## config.mk

```make
export PLATFORM = sky130hd
export DESIGN_NAME = ldr_ctrl
export DESIGN_NICKNAME = d
export VERILOG_FILES = /design/src/sv/ldr_pkg.sv /design/src/sv/ldr_ctrl.sv
export VERILOG_INCLUDE_DIRS = /design/src /design/src/sv
export SDC_FILE = /design/constraint.sdc
export NUM_CORES = 1
export LEC_CHECK = 0
export BUFFER_PORTS_ARGS = -buffer_cell sky130_fd_sc_hd__buf_4
export CORE_AREA = 2 2 39 41
export DETAILED_ROUTE_END_ITERATION = 10
export DIE_AREA = 0 0 41 43
export PLACE_DENSITY = 0.67
export SETUP_SLACK_MARGIN = 0.02
export SYNTH_ARGS = -nofsm -noshare
export SYNTH_HDL_FRONTEND = slang
export SYNTH_SLANG_ARGS = --single-unit
```

## constraint.sdc

```tcl
create_clock -name aclk -period 3.54 [get_ports aclk]
set_input_delay 0.531 -clock aclk [delete_from_list [all_inputs] [get_ports aclk]]
set_output_delay 0.531 -clock aclk [all_outputs]
set_load 0.01 [all_outputs]
```

## src/sv/largest_differencing_residue_assert.svh

```systemverilog
// assertion macros shared by the largest differencing residue rtl
// no dependencies; included by the modules that carry assertions
`ifndef LARGEST_DIFFERENCING_RESIDUE_ASSERT_SVH
`define LARGEST_DIFFERENCING_RESIDUE_ASSERT_SVH
`ifndef SYNTHESIS
// checked property, switched off while reset is held
`define LDR_ASSERT(lbl, clk, rst_n, prop, msg) \
    lbl: assert property (@(posedge clk) disable iff (!rst_n) prop) else $error(msg);
// checked property, also active through reset
`define LDR_ASSERT_RST(lbl, clk, prop, msg) \
    lbl: assert property (@(posedge clk) prop) else $error(msg);
`else
`define LDR_ASSERT(lbl, clk, rst_n, prop, msg)
`define LDR_ASSERT_RST(lbl, clk, prop, msg)
`endif
`endif

```

## src/sv/ldr_pkg.sv

```systemverilog
// shared types and defaults for the largest differencing residue block
// no dependencies; used by ldr_ctrl, ldr_dpath and the top level
`default_nettype none

package ldr_pkg;

    // default sizes of the heap store and of one number
    localparam int DEF_MAX_ITEMS  = 128;
    localparam int DEF_VALUE_BITS = 60;

    // controller states
    typedef enum logic [3:0] {
        S_IDLE,
        S_BLD_CHK,
        S_BLD_RD,
        S_BLD_V,
        S_DOWN,
        S_EXT_CHK,
        S_EXT_RD,
        S_EXT_V,
        S_REP_RD,
        S_REP_V,
        S_FIN_RD,
        S_FIN_V
    } ldr_state_t;

    // datapath commands, one per cycle
    typedef enum logic [3:0] {
        OP_NONE,
        OP_LOAD,
        OP_BLD_RD,
        OP_BLD_V,
        OP_EXT_RD,
        OP_EXT_V,
        OP_TOP_RD,
        OP_REP_V,
        OP_DOWN,
        OP_OUT
    } ldr_op_t;

    // datapath status towards the controller
    typedef struct packed {
        logic down_done;
        logic bld_more;
        logic size_gt1;
        logic out_free;
    } ldr_status_t;

endpackage

`default_nettype wire

```

## src/sv/ldr_ctrl.sv

```systemverilog
// controller state machine: sequences load, heap build, differencing and output
// depends on ldr_pkg and largest_differencing_residue_assert.svh
`default_nettype none
`include "largest_differencing_residue_assert.svh"

module ldr_ctrl (
    input  wire logic                aclk,
    input  wire logic                aresetn,
    input  wire logic                s_tvalid,
    input  wire logic                s_tlast,
    output logic                     s_tready,
    input  wire ldr_pkg::ldr_status_t status,
    output ldr_pkg::ldr_op_t         op
);

    ldr_pkg::ldr_state_t state_reg, state_next;
    ldr_pkg::ldr_state_t ret_reg, ret_next;

    // state registers
    always_ff @(posedge aclk) begin
        if (!aresetn) begin
            state_reg <= ldr_pkg::S_IDLE;
            ret_reg   <= ldr_pkg::S_IDLE;
        end else begin
            state_reg <= state_next;
            ret_reg   <= ret_next;
        end
    end

    // next state; ret_reg remembers where a sift-down pass goes back to
    always_comb begin
        state_next = state_reg;
        ret_next   = ret_reg;
        unique case (state_reg)
            ldr_pkg::S_IDLE: begin
                if (s_tvalid && s_tlast) state_next = ldr_pkg::S_BLD_CHK;
            end
            ldr_pkg::S_BLD_CHK: begin
                state_next = status.bld_more ? ldr_pkg::S_BLD_RD : ldr_pkg::S_EXT_CHK;
            end
            ldr_pkg::S_BLD_RD: state_next = ldr_pkg::S_BLD_V;
            ldr_pkg::S_BLD_V: begin
                state_next = ldr_pkg::S_DOWN;
                ret_next   = ldr_pkg::S_BLD_CHK;
            end
            ldr_pkg::S_DOWN: begin
                if (status.down_done) state_next = ret_reg;
            end
            ldr_pkg::S_EXT_CHK: begin
                state_next = status.size_gt1 ? ldr_pkg::S_EXT_RD : ldr_pkg::S_FIN_RD;
            end
            ldr_pkg::S_EXT_RD: state_next = ldr_pkg::S_EXT_V;
            ldr_pkg::S_EXT_V: begin
                state_next = ldr_pkg::S_DOWN;
                ret_next   = ldr_pkg::S_REP_RD;
            end
            ldr_pkg::S_REP_RD: state_next = ldr_pkg::S_REP_V;
            ldr_pkg::S_REP_V: begin
                state_next = ldr_pkg::S_DOWN;
                ret_next   = ldr_pkg::S_EXT_CHK;
            end
            ldr_pkg::S_FIN_RD: state_next = ldr_pkg::S_FIN_V;
            ldr_pkg::S_FIN_V: begin
                if (status.out_free) state_next = ldr_pkg::S_IDLE;
            end
            default: state_next = ldr_pkg::S_IDLE;
        endcase
    end

    // command and handshake outputs
    always_comb begin
        op       = ldr_pkg::OP_NONE;
        s_tready = 1'b0;
        unique case (state_reg)
            ldr_pkg::S_IDLE: begin
                s_tready = 1'b1;
                if (s_tvalid) op = ldr_pkg::OP_LOAD;
            end
            ldr_pkg::S_BLD_RD: op = ldr_pkg::OP_BLD_RD;
            ldr_pkg::S_BLD_V:  op = ldr_pkg::OP_BLD_V;
            ldr_pkg::S_DOWN:   op = ldr_pkg::OP_DOWN;
            ldr_pkg::S_EXT_RD: op = ldr_pkg::OP_EXT_RD;
            ldr_pkg::S_EXT_V:  op = ldr_pkg::OP_EXT_V;
            ldr_pkg::S_REP_RD: op = ldr_pkg::OP_TOP_RD;
            ldr_pkg::S_REP_V:  op = ldr_pkg::OP_REP_V;
            ldr_pkg::S_FIN_RD: op = ldr_pkg::OP_TOP_RD;
            ldr_pkg::S_FIN_V: begin
                if (status.out_free) op = ldr_pkg::OP_OUT;
            end
            default: op = ldr_pkg::OP_NONE;
        endcase
    end

    // reset always lands in idle
    `LDR_ASSERT_RST(a_idle_after_reset, aclk, !aresetn |=> state_reg == ldr_pkg::S_IDLE, "controller not idle after reset")

endmodule

`default_nettype wire

```

### Yosys cells after proc, flatten, opt, wreduce, memory -nomap -nowiden

Index checks and enable logic that the tools add are counted.

* bits in registers: 8
* input port bits: 8
* word-level logic and storage cells: 33

* equal/unequal tests: 14
* muxes and demuxes: 11
* reduce and logical (&&, ||, !) cells: 6

Operator list (number)
* $pmux 4 s10: 1
* $pmux 4 s9: 1
* $mux 4: 5
* $eq 4x3->1 const B: 4
* $eq 4x4->1 const B: 4
* $pmux 4 s3: 1
* $eq 4x2->1 const B: 2
* $ne 2x2->1 const B: 3
* $eq 4x1->1 const B: 1
* $logic_not 4->1: 1
* $mux 3: 1
* $reduce_and 3->1: 1
* $reduce_bool 3->1: 1
* $reduce_or 3->1: 1
* $mux 1: 2
* $reduce_or 2->1: 1
* $logic_and 1x1->1: 1

### Logic depth before layout (Yosys ltp)

* word-level depth: 3
* depth in mapped cells: 6

### Least setup slack after synthesis

No wires, ideal clock.

* kind: flip-flop to output port
* start point: register state_reg[3]
* end point: output port op[0]
* arrival: 1.088 ns
* required time: 3.009 ns
* slack: 1.921 ns
* stages on the path, launching flop included: 6
* path buffers: 2
* cells stage by stage: dfxtp_1 -> buf_6 -> buf_2 -> nor3_1 -> a32oi_1 -> o22ai_1

* cells in the longest elaborated chain, start to end: 3
* elaborated cells on any way between the ends: 12
* classes of those cells: 9 x eq/ne; 1 x mux; 2 x reduce/logical

Ends and longest elaborated chain
* from (decl): RTL line ldr_ctrl.sv:16 `ldr_pkg::ldr_state_t state_reg, state_next;`
* from (signal assigned): RTL line ldr_ctrl.sv:22 `state_reg <= ldr_pkg::S_IDLE;`
* from (signal assigned): RTL line ldr_ctrl.sv:25 `state_reg <= state_next;`
* $eq 4x4->1: RTL line ldr_ctrl.sv:74 `unique case (state_reg)`
* $reduce_or 2->1 (no line)
* $pmux 4 s9 (*): RTL line ldr_ctrl.sv:74
* to (decl): RTL line ldr_ctrl.sv:13 `output ldr_pkg::ldr_op_t op`

Mark *: on every way between the ends. The rest lies on a longest branch, timed or not.

### Worst setup path after layout

* start point: register state_reg[1]
* end point: output port op[0]

The elaborated chain is that of the path after synthesis.

==> impl_metrics.env <==
export IMPL_maxCapViolCount=0
export IMPL_synth_area_per_cell_um2=7.707
export IMPL_core_area_um2=1384
export IMPL_numCtsBuffers=3
export IMPL_rsz0062_at_grt="no"
export IMPL_synth_main_ff_cell="dfxtp_1"
export IMPL_via_per_inst=5.680
export IMPL_clock_fmax_mhz=467.4
export IMPL_reg2reg_setup_slack_ns=1.85
export IMPL_rows=14
export IMPL_slew_limit_headroom_pct=53.28
export IMPL_synth_top_cell_area_share_pct=24.24
export IMPL_drc=0
export IMPL_setup_viol=0
export IMPL_grt_usage_pct=17.52
export IMPL_synth_commonest_cells="nand2_1 (8), dfxtp_1 (7), a21oi_1 (5), nor2_1 (5)"
export IMPL_area_delta_synth_final_pct=14.29
export IMPL_finalMaxSlewViolations=0
export IMPL_ys_seq_area_share_pct=24.24
export IMPL_critPathRequiredTime_ns=3.01
export IMPL_cts_root_buffer="clkbuf_4"
export IMPL_skew_ns=0.003224
export IMPL_netlist_instances=75
export IMPL_htree_levels=1
export IMPL_gp_congestion=0.7579
export IMPL_run_status="complete, no violations"
export IMPL_cts_post_setup_buffers_inserted=0
export IMPL_grt_pass1_vias=487
export IMPL_die_area_um2=1763
export IMPL_worst_pin_slew_ns=0.6998
export IMPL_hold_violations=0
export IMPL_antenna_left=0
export IMPL_hold_path_class="flip-flop to flip-flop"
export IMPL_start_util_pct=41.77
export IMPL_fin_crit_sh_pct=60.44
export IMPL_cts_tree="done"
export IMPL_largest_reg_flops=4
export IMPL_end_kind="output port"
export IMPL_antennaDiodeCount=0
export IMPL_vias=568
export IMPL_drive_gt1_share_pct=25.00
export IMPL_synth_area_leaders="dfxtp_1 (24%), buf_6 (5.8%), nand2_1 (5.2%), a32oi_1 (4.5%), a21oi_1 (4.3%)"
export IMPL_powerDensity_nw_per_um2=680.6
export IMPL_cts_path_max_buffers=2
export IMPL_final_nets=93
export IMPL_postCtsResizedCells=0
export IMPL_routed_wl_mm=1.303
export IMPL_synth_seq_cells=7
export IMPL_path_clk_slew_ns=0.05
export IMPL_die_h_um=43
export IMPL_clk_latency_ns=0.24
export IMPL_portBuffers=12
export IMPL_hold_slack_ns=0.4885
export IMPL_cts_num_sinks=7
export IMPL_crit_arrival_ns=1.61
export IMPL_grt_max_degree=23
export IMPL_drtIter0Drc=15
export IMPL_antenna_found_initial=0
export IMPL_synth_most_common_cell="nand2_1"
export IMPL_ctsHoldBuffers=0
export IMPL_path_class="flip-flop to output port"
export IMPL_detail_route_wl_per_cell_um=13.03
export IMPL_crit_path_start_kind="flip-flop"
export IMPL_firstDrtPassIters=4
export IMPL_synth_area_um2=578.1
export IMPL_postSynth_asyncResetShare_pct=0
export IMPL_die_x_um=41
export IMPL_boundaryPins=13
export IMPL_grt_pass1_wl_mm=2.083
export IMPL_synth_area_leader_cell="dfxtp_1"
export IMPL_syn_nets=83
export IMPL_crit_path_max_fanout=22
export IMPL_leakagePower_nw=0.2418
export IMPL_tns_ns=0
export IMPL_synth_edf_count=0
export IMPL_gr_total_overflow=0
export IMPL_ys_warn_count=0
export IMPL_fin_crit_ns=2.140
export IMPL_place_hpwl_um=942.5
export IMPL_ys_types=32
export IMPL_peakVddDrop_v=0.0004173
==> final cells by class <==
cell class | instances | area [um^2]
Clock buffer | 4 | 26.28
Fill cell | 146 | 723.2
Inverter | 3 | 11.26
Multi-Input combinational cell | 58 | 372.9
Sequential cell | 7 | 140.1
Tap cell | 16 | 20.02
Timing Repair Buffer | 12 | 90.09
==> where the power goes <==
group / leakage (nW) / total, mW / switching [mW] / internal [mW]
sequential: 0.0569 / 0.165 / 0.0702 / 0.0948
combinational: 0.170 / 0.217 / 0.0995 / 0.117
clock: 0.0150 / 0.0679 / 0.0252 / 0.0427
total: 0.242 / 0.450 / 0.195 / 0.255
==> metrics by stage <==
| stage | std cells | setup slack (ns) | util [%] | power [mW] | area (um^2) |
|---|---|---|---|---|---|
| after floorplan | 75 | 1.921 | - | 0.3338 | 578.1 |
| after global placement | 96 | 1.681 | 45.84 | 0.3775 | 634.4 |
| after detailed placement | 96 | 1.687 | 45.84 | 0.3777 | 634.4 |
| after CTS | 100 | 1.408 | 47.74 | 0.4508 | 660.6 |
| after global routing | 100 | 1.237 | 47.74 | 0.4872 | 660.6 |
| final | 100 | 1.400 | 47.74 | 0.4496 | 660.6 |
==> routing by layer <==
metal	up-vias	global-route usage (%)	share of wire [%]
li1	296	-	-
met1	262	23.70	49
met2	8	25.00	48
met3	2	3.141	2.8
met4	0	10.00	0.92
met5	-	0	0
==> cells in the final DEF, fill, tap and decap left out, types with 2 or more instances in the layout <==
cell type / n
inv_2: 2
a21o_1: 2
nor3_1: 3
o21ai_1: 4
a32oi_1: 3
nor2_1: 5
nand2_1: 8
a21oi_1: 5
dfxtp_1: 7
clkbuf_4: 3
nand3_1: 2
a31oi_1: 2
nand2b_1: 4
o21a_1: 2
o21ai_0: 3
buf_4: 12
==> worst paths after layout <==
check	start	end	cells past startpoint
min	ret_reg[2]$_SDFFE_PN0P_	ret_reg[2]$_SDFFE_PN0P_	2
max	state_reg[1]$_SDFFE_PN0P_	op[0]	4
min reg2reg	ret_reg[2]$_SDFFE_PN0P_	ret_reg[2]$_SDFFE_PN0P_	2
max reg2reg	state_reg[1]$_SDFFE_PN0P_	state_reg[2]$_SDFFE_PN0P_	4
==> cell families (layout without fill, tap and decap cells) <==
| group | Yosys count | count (layout) | share of synthesized area (%) |
|---|---|---|---|
| simple gates | 29 | 29 | 27.71 |
| compound gates | 28 | 28 | 35.06 |
| buf+inv | 10 | 19 | 11.25 |
| flops | 7 | 7 | 24.24 |
| mux | 1 | 1 | 1.732 |
==> worst max-delay path, cell delays in order (launching register included) <==
cell and delay (ns):
dfxtp_1 0.77, nand2b_1 0.11, a32oi_1 0.22, o22ai_1 0.10
buf_4 0.17
Note: power is estimated with default switching activity, not from simulation.
